==> src/hw/rtl/xlb_pkg.sv <==
// Shared constants and types for the XOR linear basis block.
package xlb_pkg;

	localparam int unsigned WORD_BITS_DEF = 36;
	localparam int unsigned OPCODE_W      = 3;

	typedef logic [OPCODE_W-1:0] opcode_t;

	localparam opcode_t OP_INSERT = 3'd0;
	localparam opcode_t OP_MEMBER = 3'd1;
	localparam opcode_t OP_MAX    = 3'd2;
	localparam opcode_t OP_MIN    = 3'd3;
	localparam opcode_t OP_CLEAR  = 3'd4;

	typedef struct packed {
		logic accepted;
		logic representable;
		logic dependent_seen;
	} rsp_flags_t;

endpackage

==> src/hw/rtl/xlb_if.sv <==
// Valid/ready channel interfaces for request and response beats.
interface xlb_in_if #(
	parameter int unsigned WORD_BITS = xlb_pkg::WORD_BITS_DEF
);
	import xlb_pkg::*;

	logic                 valid;
	logic                 ready;
	opcode_t              opcode;
	logic [WORD_BITS-1:0] operand_value;

	modport source (output valid, output opcode, output operand_value, input ready);
	modport sink (input valid, input opcode, input operand_value, output ready);
endinterface

interface xlb_out_if #(
	parameter int unsigned WORD_BITS = xlb_pkg::WORD_BITS_DEF
);
	logic                 valid;
	logic                 ready;
	logic                 accepted;
	logic                 representable;
	logic [WORD_BITS-1:0] result_value;
	logic                 dependent_seen;

	modport source (
		output valid, output accepted, output representable,
		output result_value, output dependent_seen, input ready
	);
	modport sink (
		input valid, input accepted, input representable,
		input result_value, input dependent_seen, output ready
	);
endinterface

==> src/hw/rtl/xor_linear_basis_top.sv <==
// Top level of the XOR linear basis block: config register, engine, slot memory, output beat.
// One request beat is taken at a time; ready stays low until its response beat is held in the
// output register. Each operation walks the WORD_BITS slots through the single read port of
// the slot memory, one slot per cycle: membership, max, min and echelon-mode insert make one
// pass down the slots (an echelon insert ends at the slot where it lands), a reduced-mode insert
// adds a read-modify-write pass over the slots above its new pivot, and clear or an unused
// opcode goes straight to its response without a walk. Slot occupancy lives in flip-flops, so
// no clearing pass follows reset. A pending response beat does not block the next request.
module xor_linear_basis_top #(
	parameter int unsigned WORD_BITS = xlb_pkg::WORD_BITS_DEF
) (
	input  logic      clk,
	input  logic      arst_n,
	input  logic      cfg_we,
	input  logic      cfg_wdata,
	xlb_in_if.sink    req,
	xlb_out_if.source rsp
);
	import xlb_pkg::*;

	localparam int unsigned IDX_W = $clog2(WORD_BITS);

	logic                 reduced_mode_q;
	logic                 res_valid;
	logic                 res_ready;
	rsp_flags_t           res_flags;
	logic [WORD_BITS-1:0] res_value;
	logic                 mem_we;
	logic [IDX_W-1:0]     mem_waddr;
	logic [WORD_BITS-1:0] mem_wdata;
	logic [IDX_W-1:0]     mem_raddr;
	logic [WORD_BITS-1:0] mem_rdata;
	logic                 out_vld_q;
	rsp_flags_t           out_flags_q;
	logic [WORD_BITS-1:0] out_value_q;

	always_ff @(posedge clk or negedge arst_n) begin
		if (!arst_n) begin
			reduced_mode_q <= 1'b0;
		end else if (cfg_we) begin
			reduced_mode_q <= cfg_wdata;
		end
	end

	xlb_engine #(.WORD_BITS(WORD_BITS)) u_engine (
		.clk          (clk),
		.arst_n       (arst_n),
		.reduced_mode (reduced_mode_q),
		.in_valid     (req.valid),
		.in_ready     (req.ready),
		.in_opcode    (req.opcode),
		.in_value     (req.operand_value),
		.res_valid    (res_valid),
		.res_ready    (res_ready),
		.res_flags    (res_flags),
		.res_value    (res_value),
		.mem_we       (mem_we),
		.mem_waddr    (mem_waddr),
		.mem_wdata    (mem_wdata),
		.mem_raddr    (mem_raddr),
		.mem_rdata    (mem_rdata)
	);

	xlb_slot_mem #(.WORD_BITS(WORD_BITS)) u_slot_mem (
		.clk   (clk),
		.we    (mem_we),
		.waddr (mem_waddr),
		.wdata (mem_wdata),
		.raddr (mem_raddr),
		.rdata (mem_rdata)
	);

	assign res_ready = !out_vld_q || rsp.ready;

	always_ff @(posedge clk or negedge arst_n) begin
		if (!arst_n) begin
			out_vld_q <= 1'b0;
		end else if (res_ready) begin
			out_vld_q <= res_valid;
		end
	end

	always_ff @(posedge clk) begin
		if (res_valid && res_ready) begin
			out_flags_q <= res_flags;
			out_value_q <= res_value;
		end
	end

	assign rsp.valid          = out_vld_q;
	assign rsp.accepted       = out_flags_q.accepted;
	assign rsp.representable  = out_flags_q.representable;
	assign rsp.dependent_seen = out_flags_q.dependent_seen;
	assign rsp.result_value   = out_value_q;

	// engine never offers a result while it can take a request
	a_busy_excl: assert property (@(posedge clk) disable iff (!arst_n)
		res_valid |-> !req.ready)
		else $error("result offered while request side ready");

	// an insert cannot also report membership
	a_flags_excl: assert property (@(posedge clk) disable iff (!arst_n)
		res_valid |-> !(res_flags.accepted && res_flags.representable))
		else $error("accepted and representable both set");

	// sticky dependency flag never clears
	a_dep_sticky: assert property (@(posedge clk) disable iff (!arst_n)
		$past(res_flags.dependent_seen) |-> res_flags.dependent_seen)
		else $error("dependent flag dropped");

	// a taken request leaves the engine busy in the next cycle
	a_accept_busy: assert property (@(posedge clk) disable iff (!arst_n)
		req.valid && req.ready |=> !req.ready)
		else $error("engine ready right after taking a request");
endmodule

==> src/hw/rtl/xlb_slot_mem.sv <==
// Basis slot storage: one write port, one registered read port.
module xlb_slot_mem #(
	parameter int unsigned WORD_BITS = xlb_pkg::WORD_BITS_DEF
) (
	input  logic                         clk,
	input  logic                         we,
	input  logic [$clog2(WORD_BITS)-1:0] waddr,
	input  logic [WORD_BITS-1:0]         wdata,
	input  logic [$clog2(WORD_BITS)-1:0] raddr,
	output logic [WORD_BITS-1:0]         rdata
);
	logic [WORD_BITS-1:0] slot_mem [WORD_BITS];
	logic [WORD_BITS-1:0] rdata_q;

	always_ff @(posedge clk) begin
		if (we) begin
			slot_mem[waddr] <= wdata;
		end
		rdata_q <= slot_mem[raddr];
	end

	assign rdata = rdata_q;
endmodule

==> src/hw/rtl/xlb_engine.sv <==
// Slot-walk sequencer and shared XOR datapath for all basis operations.
module xlb_engine #(
	parameter int unsigned WORD_BITS = xlb_pkg::WORD_BITS_DEF
) (
	input  logic                         clk,
	input  logic                         arst_n,
	input  logic                         reduced_mode,
	input  logic                         in_valid,
	output logic                         in_ready,
	input  xlb_pkg::opcode_t             in_opcode,
	input  logic [WORD_BITS-1:0]         in_value,
	output logic                         res_valid,
	input  logic                         res_ready,
	output xlb_pkg::rsp_flags_t          res_flags,
	output logic [WORD_BITS-1:0]         res_value,
	output logic                         mem_we,
	output logic [$clog2(WORD_BITS)-1:0] mem_waddr,
	output logic [WORD_BITS-1:0]         mem_wdata,
	output logic [$clog2(WORD_BITS)-1:0] mem_raddr,
	input  logic [WORD_BITS-1:0]         mem_rdata
);
	import xlb_pkg::*;

	localparam int unsigned IDX_W = $clog2(WORD_BITS);
	localparam logic [IDX_W-1:0] IDX_TOP = IDX_W'(WORD_BITS - 1);

	typedef enum logic [1:0] {S_IDLE, S_WALK, S_FIX, S_DONE} state_t;

	state_t               state_q;
	opcode_t              op_q;
	logic [WORD_BITS-1:0] t_q;
	logic [IDX_W-1:0]     pos_q;
	logic                 found_q;
	logic                 fail_q;
	logic                 acc_q;
	logic                 dep_q;
	logic                 wr_new_q;
	logic [WORD_BITS-1:0] vld_q;
	logic [IDX_W-1:0]     issue_idx_q;
	logic                 issue_live_q;
	logic [IDX_W-1:0]     proc_idx_s1;
	logic                 proc_vld_s1;

	logic                 cur_bit;
	logic                 cur_vld;
	logic                 new_slot;
	logic [IDX_W-1:0]     pos_now;
	logic [WORD_BITS-1:0] t_nxt;

	assign cur_bit  = t_q[proc_idx_s1];
	assign cur_vld  = vld_q[proc_idx_s1];
	assign new_slot = (state_q == S_WALK) && proc_vld_s1 && (op_q == OP_INSERT) &&
		!found_q && cur_bit && !cur_vld;
	assign pos_now  = found_q ? pos_q : proc_idx_s1;

	always_comb begin
		t_nxt = t_q;
		case (op_q)
			OP_INSERT, OP_MEMBER: begin
				if (cur_bit && cur_vld) begin
					t_nxt = t_q ^ mem_rdata;
				end
			end
			OP_MAX: begin
				// slot i leads with bit i, so XOR raises r exactly when r[i] is clear
				if (cur_vld && !cur_bit) begin
					t_nxt = t_q ^ mem_rdata;
				end
			end
			OP_MIN: begin
				if (cur_vld) begin
					t_nxt = mem_rdata;
				end
			end
			default: t_nxt = t_q;
		endcase
	end

	always_comb begin
		mem_we    = 1'b0;
		mem_waddr = proc_idx_s1;
		mem_wdata = t_q;
		if (new_slot && !reduced_mode) begin
			mem_we = 1'b1;
		end else if (state_q == S_FIX) begin
			if (wr_new_q) begin
				mem_we    = 1'b1;
				mem_waddr = pos_q;
			end else if (proc_vld_s1 && cur_vld && mem_rdata[pos_q]) begin
				mem_we    = 1'b1;
				mem_wdata = mem_rdata ^ t_q;
			end
		end
	end

	assign mem_raddr = issue_idx_q;

	always_ff @(posedge clk or negedge arst_n) begin
		if (!arst_n) begin
			state_q      <= S_IDLE;
			op_q         <= OP_INSERT;
			found_q      <= 1'b0;
			fail_q       <= 1'b0;
			acc_q        <= 1'b0;
			dep_q        <= 1'b0;
			wr_new_q     <= 1'b0;
			vld_q        <= '0;
			issue_idx_q  <= '0;
			issue_live_q <= 1'b0;
			proc_idx_s1  <= '0;
			proc_vld_s1  <= 1'b0;
			pos_q        <= '0;
			t_q          <= '0;
		end else begin
			unique case (state_q)
				S_IDLE: begin
					if (in_valid) begin
						op_q         <= in_opcode;
						t_q          <= (in_opcode == OP_INSERT || in_opcode == OP_MEMBER) ?
							in_value : '0;
						found_q      <= 1'b0;
						fail_q       <= 1'b0;
						acc_q        <= 1'b0;
						wr_new_q     <= 1'b0;
						issue_idx_q  <= IDX_TOP;
						issue_live_q <= 1'b1;
						proc_vld_s1  <= 1'b0;
						case (in_opcode)
							OP_INSERT, OP_MEMBER, OP_MAX, OP_MIN: begin
								state_q <= S_WALK;
							end
							OP_CLEAR: begin
								vld_q   <= '0;
								state_q <= S_DONE;
							end
							default: state_q <= S_DONE;
						endcase
					end
				end
				S_WALK: begin
					proc_vld_s1 <= issue_live_q;
					proc_idx_s1 <= issue_idx_q;
					if (issue_live_q) begin
						if (issue_idx_q == '0) begin
							issue_live_q <= 1'b0;
						end else begin
							issue_idx_q <= issue_idx_q - IDX_W'(1);
						end
					end
					if (proc_vld_s1) begin
						t_q <= t_nxt;
						if (op_q == OP_MEMBER && cur_bit && !cur_vld) begin
							fail_q <= 1'b1;
						end
						if (new_slot) begin
							found_q <= 1'b1;
							pos_q   <= proc_idx_s1;
						end
						if (new_slot && !reduced_mode) begin
							vld_q[proc_idx_s1] <= 1'b1;
							acc_q              <= 1'b1;
							state_q            <= S_DONE;
						end else if (proc_idx_s1 == '0) begin
							if (op_q == OP_INSERT) begin
								if (found_q || new_slot) begin
									// back-substitute the new pivot into higher slots
									acc_q        <= 1'b1;
									wr_new_q     <= 1'b1;
									issue_idx_q  <= pos_now + IDX_W'(1);
									issue_live_q <= (pos_now != IDX_TOP);
									proc_vld_s1  <= 1'b0;
									state_q      <= S_FIX;
								end else begin
									dep_q   <= 1'b1;
									state_q <= S_DONE;
								end
							end else begin
								state_q <= S_DONE;
							end
						end
					end
				end
				S_FIX: begin
					proc_vld_s1 <= issue_live_q;
					proc_idx_s1 <= issue_idx_q;
					if (issue_live_q) begin
						if (issue_idx_q == IDX_TOP) begin
							issue_live_q <= 1'b0;
						end else begin
							issue_idx_q <= issue_idx_q + IDX_W'(1);
						end
					end
					if (wr_new_q) begin
						wr_new_q     <= 1'b0;
						vld_q[pos_q] <= 1'b1;
						if (pos_q == IDX_TOP) begin
							state_q <= S_DONE;
						end
					end
					if (proc_vld_s1 && proc_idx_s1 == IDX_TOP) begin
						state_q <= S_DONE;
					end
				end
				S_DONE: begin
					if (res_ready) begin
						state_q <= S_IDLE;
					end
				end
				default: state_q <= S_IDLE;
			endcase
		end
	end

	assign in_ready  = (state_q == S_IDLE);
	assign res_valid = (state_q == S_DONE);
	assign res_flags.accepted       = acc_q;
	assign res_flags.representable  = (op_q == OP_MEMBER) && !fail_q;
	assign res_flags.dependent_seen = dep_q;
	assign res_value = (op_q == OP_MAX || op_q == OP_MIN) ? t_q : '0;
endmodule

==> src/flat_wrapper.sv <==
// flat-port wrapper written by rule: the top's interface ports become plain ports
module xor_linear_basis_top_flat import xlb_pkg::*;
#(
	parameter int unsigned WORD_BITS = xlb_pkg::WORD_BITS_DEF
)
  (clk, arst_n, cfg_we, cfg_wdata, req_valid, req_opcode, req_operand_value, req_ready, rsp_valid, rsp_accepted, rsp_representable, rsp_result_value, rsp_dependent_seen, rsp_ready);
  xlb_in_if #(.WORD_BITS(WORD_BITS)) req_i ();
  xlb_out_if #(.WORD_BITS(WORD_BITS)) rsp_i ();
  input  logic clk;
  input  logic arst_n;
  input  logic cfg_we;
  input  logic cfg_wdata;
  input wire logic [$bits(req_i.valid)-1:0] req_valid;
  input wire logic [$bits(req_i.opcode)-1:0] req_opcode;
  input wire logic [$bits(req_i.operand_value)-1:0] req_operand_value;
  output wire logic [$bits(req_i.ready)-1:0] req_ready;
  output wire logic [$bits(rsp_i.valid)-1:0] rsp_valid;
  output wire logic [$bits(rsp_i.accepted)-1:0] rsp_accepted;
  output wire logic [$bits(rsp_i.representable)-1:0] rsp_representable;
  output wire logic [$bits(rsp_i.result_value)-1:0] rsp_result_value;
  output wire logic [$bits(rsp_i.dependent_seen)-1:0] rsp_dependent_seen;
  input wire logic [$bits(rsp_i.ready)-1:0] rsp_ready;
  assign req_i.valid = req_valid;
  assign req_i.opcode = req_opcode;
  assign req_i.operand_value = req_operand_value;
  assign req_ready = req_i.ready;
  assign rsp_valid = rsp_i.valid;
  assign rsp_accepted = rsp_i.accepted;
  assign rsp_representable = rsp_i.representable;
  assign rsp_result_value = rsp_i.result_value;
  assign rsp_dependent_seen = rsp_i.dependent_seen;
  assign rsp_i.ready = rsp_ready;
  xor_linear_basis_top #(.WORD_BITS(WORD_BITS)) u_core (.clk(clk), .arst_n(arst_n), .cfg_we(cfg_we), .cfg_wdata(cfg_wdata), .req(req_i), .rsp(rsp_i));
endmodule
==> config.mk <==
export PLATFORM = sky130hd
export DESIGN_NAME = xor_linear_basis_top_flat
export DESIGN_NICKNAME = d
export VERILOG_FILES = /design/src/hw/rtl/xlb_pkg.sv /design/src/hw/rtl/xlb_if.sv /design/src/hw/rtl/xor_linear_basis_top.sv /design/src/hw/rtl/xlb_slot_mem.sv /design/src/hw/rtl/xlb_engine.sv /design/src/flat_wrapper.sv
export SDC_FILE = /design/constraint.sdc
export NUM_CORES = 2
export LEC_CHECK = 0
export ABC_AREA = 1
export BUFFER_PORTS_ARGS = -buffer_cell sky130_fd_sc_hd__buf_2
export CORE_UTILIZATION = 35
export CTS_BUF_LIST = sky130_fd_sc_hd__clkbuf_4
export CTS_CLUSTER_SIZE = 20
export DETAILED_ROUTE_END_ITERATION = 8
export PLACE_DENSITY = 0.52
export SLEW_MARGIN = 10
export SYNTH_ARGS = -nofsm -noshare
export SYNTH_HDL_FRONTEND = slang
export SYNTH_HIERARCHICAL = 1
export SYNTH_SLANG_ARGS = --single-unit
==> constraint.sdc <==
create_clock -name clk -period 10.3 [get_ports clk]
set_input_delay 2.06 -clock clk [delete_from_list [all_inputs] [get_ports clk]]
set_output_delay 2.06 -clock clk [all_outputs]
set_load 0.1 [all_outputs]
## Yosys cells after proc, flatten, opt, wreduce, memory -nomap -nowiden

Memory sizes are Yosys's and may differ from the RTL's. A register that Yosys moved wholly into a read port is not among the register bits.
Cells that the tools add are included.

| storage, ports and cells | value |
|---|---|
| flip-flop bits (word level) | 143 |
| memory bits (writable) | 1296 |
| output and inout port bits | 41 |
| logic and storage cells | 213 |
| memories kept | 1 |

| operators by class | value |
|---|---|
| add/sub/neg operators | 3 |
| $lt $le $gt $ge | 4 |
| eq/ne operators | 37 |
| mux-type cells | 94 |
| bitwise logic cells | 5 |
| reductions and logical operators | 49 |

Memory list:

| memory | words | width | read ports | clocked after memory_dff | wr ports | RTL line | RTL |
|---|---|---|---|---|---|---|---|
| u_core.u_slot_mem.slot_mem | 36 | 36 | 1 | 1 | 1 | xlb_slot_mem.sv:12 | `logic [WORD_BITS-1:0] slot_mem [WORD_BITS];` |

Operator list:

| cell | number |
|---|---|
| $mux W36 | 15 |
| $pmux W36 S3 | 2 |
| $mux W6 | 14 |
| $or A36 B36 Y36 | 2 |
| $pmux W36 S2 | 1 |
| $mux W1 | 39 |
| $xor A36 B36 Y36 | 1 |
| $reduce_and A6 Y1 | 4 |
| $mux W2 | 10 |
| $bmux W1 S6 | 3 |
| $eq A6 B6 Y1 const B | 3 |
| $pmux W6 S3 | 1 |
| $logic_and A1 B1 Y1 | 17 |
| $ne A2 B2 Y1 const B | 8 |
| $lt A6 B7 Y1 const B | 2 |
| $reduce_and A7 Y1 | 2 |
| $add A6 B1 Y6 const B | 2 |
| $demux W1 S6 | 2 |
| $eq A3 B2 Y1 const B | 4 |
| $ge A6 B1 Y1 const B | 2 |
| $logic_not A6 Y1 | 2 |
| $ne A2 B1 Y1 const B | 6 |
| $ne A3 B1 Y1 const B | 4 |
| $reduce_and A4 Y1 | 3 |
| 23 further kinds | 43 |

## Longest topological paths before layout

| depth | value |
|---|---|
| word-level depth | 13 |
| gate-level depth with buffers | 21 |
| depth with buffers taken out | 20 |

## Modules after synthesis

Netlist, hierarchy kept.

By module, submodules not included:

| module | times used | cells an instance | area each (um2) | seq. area each (um2) |
|---|---|---|---|---|
| xlb_slot_mem | 1 | 4333 | 53095.9 | 39638.0 |
| xlb_engine | 1 | 1260 | 8067.7 | 2552.4 |
| xor_linear_basis_top | 1 | 49 | 1253.7 | 1221.2 |

## Worst setup path after synthesis

Ideal clock, no wire load.

| path | value |
|---|---|
| path kind | input-to-reg |
| from | input port rsp_ready |
| to | register u_core.out_flags_q (netlist bit u_core/rsp.accepted), enable pin |
| arrival | 4005 ps |
| required time | 9852 ps |
| slack | 5846 ps |
| cell stages on the path | 2 |
| path through | inv_1 a21oi_1 |

| on the way | value |
|---|---|
| longest elaborated chain between the ends | 2 |

Ends and longest elaborated chain:

| item | RTL line | RTL |
|---|---|---|
| start: declaration | flat_wrapper.sv:22 | `input wire logic [$bits(rsp_i.ready)-1:0] rsp_ready;` |
| $logic_or A1 B1 Y1 | xor_linear_basis_top.sv:73 | `assign res_ready = !out_vld_q \|\| rsp.ready;` |
| $logic_and A1 B1 Y1 | xor_linear_basis_top.sv:84 | `if (res_valid && res_ready) begin` |
| end signal: assignment | xor_linear_basis_top.sv:85 | `out_flags_q <= res_flags;` |
| end: declaration | xor_linear_basis_top.sv:34 | `rsp_flags_t out_flags_q;` |

No other way between the ends.
A chain may end at the register's enable or synchronous reset.

## Worst setup path after layout

| path | value |
|---|---|
| from | register u_core.u_engine.proc_idx_s1[0] |
| to | memory u_core/u_slot_mem/slot_mem[1][31] (netlist name), enable pin |

| on the way | value |
|---|---|
| elaborated cells on any way between the ends | 19 |
| classes of those cells | 13 x mux; 6 x reduce/logical |

RTL lines:

| item | RTL line | RTL |
|---|---|---|
| start: declaration | xlb_engine.sv:41 | `logic [IDX_W-1:0] proc_idx_s1;` |
| start signal: assignment | xlb_engine.sv:142 | `proc_idx_s1 <= issue_idx_q;` |
| start signal: assignment | xlb_engine.sv:185 | `proc_idx_s1 <= issue_idx_q;` |
| $bmux W1 S6 (on tied branches) | xlb_engine.sv:50, xlb_engine.sv:51 |  |
| $mux W1 (on tied branches) | xlb_engine.sv:50, xlb_engine.sv:51 |  |
| $logic_and A1 B1 Y1 / $logic_not A1 Y1 (equally long branches) | xlb_engine.sv:53 | `!found_q && cur_bit && !cur_vld;` |
| $logic_and A1 B1 Y1 | xlb_engine.sv:53 |  |
| $logic_and A1 B1 Y1 | xlb_engine.sv:83 | `if (new_slot && !reduced_mode) begin` |
| $mux W6 * | xlb_engine.sv:83 |  |
| via u_core.mem_waddr[0] | xor_linear_basis_top.sv:29 | `logic [IDX_W-1:0] mem_waddr;` |
| end: declaration | xlb_slot_mem.sv:12 |  |

Mark *: on every way through the listed nets, which the timed path passes. The rest lies on a longest branch. The select of a mux whose other input is x is not followed.

==> out/qor.txt <==
Maximum VDD drop: 204 uV
Crit path max-delay family: simple AND/OR/NAND/NOR gates
Most used cell along the critical path: nand2_1
Boundary Pins: 86
Post-CTS Setup Repair Bufs: 0
DRT Wirelength: 194000 um
Critical path, cell by cell: buf_4 > inv_4 > nand2_1 > nand2_1 > nand2_1 > nand2_1 > nand2_1 > nand2_1 > nand2_1 > nand2_1 > nor2_1 > nand2_1 > nand3_2 > nand3_1 > o21ai_0 > nand4_1 > nor2_4 > buf_4
WL per Instance: 22.7 um
TritonCTS buffer count: 404
Worst path depth: 18
I/O Buffers: 85
Nets: 5945
H-tree levels: 5
Largest stage delay on the critical path: 0.89 ns
# clock sinks: 1475
Most common cell after layout, fill and taps aside: nand2_1
Maximum clock frequency: 165 MHz
DIE AREA: 180000 um^2
GR Overflow Total: 0
Outcome: finished clean
Seq/Total Area, Yosys: 0.696
NetSw: 8070 uW
Max Transition Viols Final: 0
Clk root buf: clkbuf_4
Final period util: 0.588
Placed cells: 7827
Hold Path Class: reg -> reg
YS warnings: 6
Area delta synth->final: 12.2%
Reg power frac: 0.390
RSZ-0062 raised after global routing: false
Post-Syn Area: 62400 um^2
CP max-delay cell: nor2_4
Max Clock Skew: 0.159 ns
Critical path class: reg -> reg
Hold Path Depth: 0
Pwr per Cell Area: 281 nW/um^2
# rows: 154
Final min period: 6.05 ns
Setup Viol. Count Final: 0
CTS tree: yes
PostCTS Resize Cnt: 0
Vias in the first global route: 42500
Critical Path End Type: flip-flop
Post-Layout Cell Count: 8525
Vias per std cell: 5.20
Share of cells above drive strength 1: 0.149
Hold_ws: 0.452 ns
Count of state elements after synthesis: 1475
R2r worst-path depth: 18
DR iter-0 viols: 4495
Bufs on Longest Clock Path: 4
DP Wirelength: 109000 um
Syn Inst Count: 5642
Syn_area_per_cell: 11.1 um^2
Post-synthesis net count: 5694
Critical Path RT: 11.21 ns
Die Wd: 424 um
ANT nets after route: 0
Max-cap viol count: 0
Final Hold Fails: 0
Global-route wire length before repair: 285000 um
Worst skew pair latency: 1.36 ns
Largest net degree at the start of global routing: 164
Post-synthesis cell type count: 45
Setup TNS Final: 0 ns
Slew HR: 0.183
CP Max Fanout: 62
Commonest cells after routing, fill and taps aside: nand2_1, edfxtp_1, nand3_1
Startpoint types: flip-flop
Sw frac: 0.410
Core area: 177000 um^2
GPL Wtd Cong: 0.887
Arr. time, crit path: 6.96 ns
Antenna violations before repair: 5
Initial Util: 0.353
Clock share of power: 0.259
GRT Util Overall: 0.212
DRC: 0
Clk slew on worst S/H paths: 0.06 ns
Internal power: 11600 uW
Die Y: 424 um
Hold buffers post-CTS: 0
P_leak: 0.0260 uW
Drt pass-1 iters: 9
Comb power frac: 0.351
Worst slew pin tran: 1.23 ns
CP bufs+invs: 3
Via count: 44300
-- power groups by stage --
stage                     Clock [uW]  Sequential [uW]  Combinational (uW)
after floorplan                    0             7890                4420
after global placement             0             7780                6900
after detailed placement           0             7780                6920
after CTS                       5230             7660                6940
after global routing            5540             7690                7500
final                           5100             7660                6910
-- cells in the mapped netlist, drive strengths merged --
cell    instances  area share
o211ai          2     0.00024
buf           273       0.031
nand4          17      0.0017
dfrtp         104       0.042
xnor2          37      0.0052
a31o            1     0.00014
nand2        1887        0.11
ha              7      0.0014
nand3        1060       0.085
nor3           13      0.0012
a31oi           4     0.00040
or2             1     0.00010
inv           151      0.0093
a21boi          3     0.00036
xor2            6     0.00084
o22ai          83      0.0085
o221ai          1     0.00014
o41ai           3     0.00042
nor2          197       0.012
a21oi          88      0.0071
clkinv          5     0.00032
edfxtp       1335        0.64
clkbuf         75      0.0046
nor4            5     0.00050
a211oi          1     0.00012
dfxtp          36       0.012
a221oi          2     0.00028
o41a            1     0.00018
o21ai         244       0.020
-- through the flow --
stage          worst slack, ns  instance area [um^2]   util  total power, uW
2_1_floorplan             5.85                 62400      -            12300
3_3_place_gp              4.56                 65100  0.369            14700
3_5_place_dp              4.49                 65100  0.369            14700
4_1_cts                   4.43                 70000  0.396            19800
5_1_grt                   3.97                 70000  0.396            20700
6_report                  4.25                 70100  0.396            19700
-- layer usage --
metal | GRT usage | up-vias | routed length [um]
met5 | 0 | - | 26
met2 | 0.343 | 1637 | 92800
met4 | 0.0684 | 4 | 4590
met3 | 0.0373 | 319 | 12400
met1 | 0.289 | 21900 | 83900
li1 | - | 20400 | -
-- kinds of logic (layout without fill, tap and decap cells) --
| family | count (synthesis) | after routing | share of synthesized area |
|---|---|---|---|
| compound gates | 433 | 433 | 0.0374 |
| buf+inv | 504 | 1038 | 0.0450 |
| xor+xnor | 43 | 43 | 0.00603 |
| simple gates | 3180 | 3180 | 0.215 |
| flops | 1475 | 1475 | 0.696 |
| fa+ha+maj | 7 | 7 | 0.00140 |
| other cells | 0 | 9 | 0 |
-- layout make-up --
| cell class | count | area, um^2 |
|---|---|---|
| antenna | 9 | 22.5 |
| inverter | 156 | 634 |
| timing repair buffer | 193 | 1330 |
| multi-input combinational | 3663 | 16800 |
| tap | 2340 | 2930 |
| sequential | 1475 | 43400 |
| fill | 17300 | 107000 |
| clock inverter | 90 | 408 |
| clock buffer | 599 | 4500 |
-- sequential cells by signal, indices dropped and copies added, names as in the netlist, 2 cells and up --
register and count:
u_core/u_engine/proc_idx_s1 6, u_core/u_engine/vld_q 36, u_core/u_engine/mem_raddr 6, u_core/u_engine/state_q 2, u_core/u_engine/t_q 36, u_core/u_slot_mem/rdata 36
u_core/u_engine/pos_q 6, u_core/rsp.result_value 36, u_core/u_slot_mem/slot_mem 1296, u_core/u_engine/op_q 3
-- worst paths after layout --
check                                                              endpoint  slack, ns                                  startpoint
worst max-delay path            u_core/u_slot_mem/slot_mem[1][31]$_DFFE_PP_       4.25  u_core/u_engine/proc_idx_s1[0]$_DFFE_PN0P_
worst min-delay path                          u_core/rsp.accepted$_DFFE_PP_       0.45           u_core/u_engine/acc_q$_DFFE_PN0P_
worst max register to register  u_core/u_slot_mem/slot_mem[1][31]$_DFFE_PP_       4.25  u_core/u_engine/proc_idx_s1[0]$_DFFE_PN0P_
worst min register to register                u_core/rsp.accepted$_DFFE_PP_       0.45           u_core/u_engine/acc_q$_DFFE_PN0P_
max in group asynchronous               u_core/u_engine/t_q[28]$_DFFE_PN0P_       8.13                                      arst_n
min in group asynchronous             u_core/u_engine/vld_q[17]$_DFFE_PN0P_       0.74                                      arst_n
(Power assumes the default switching activity.)
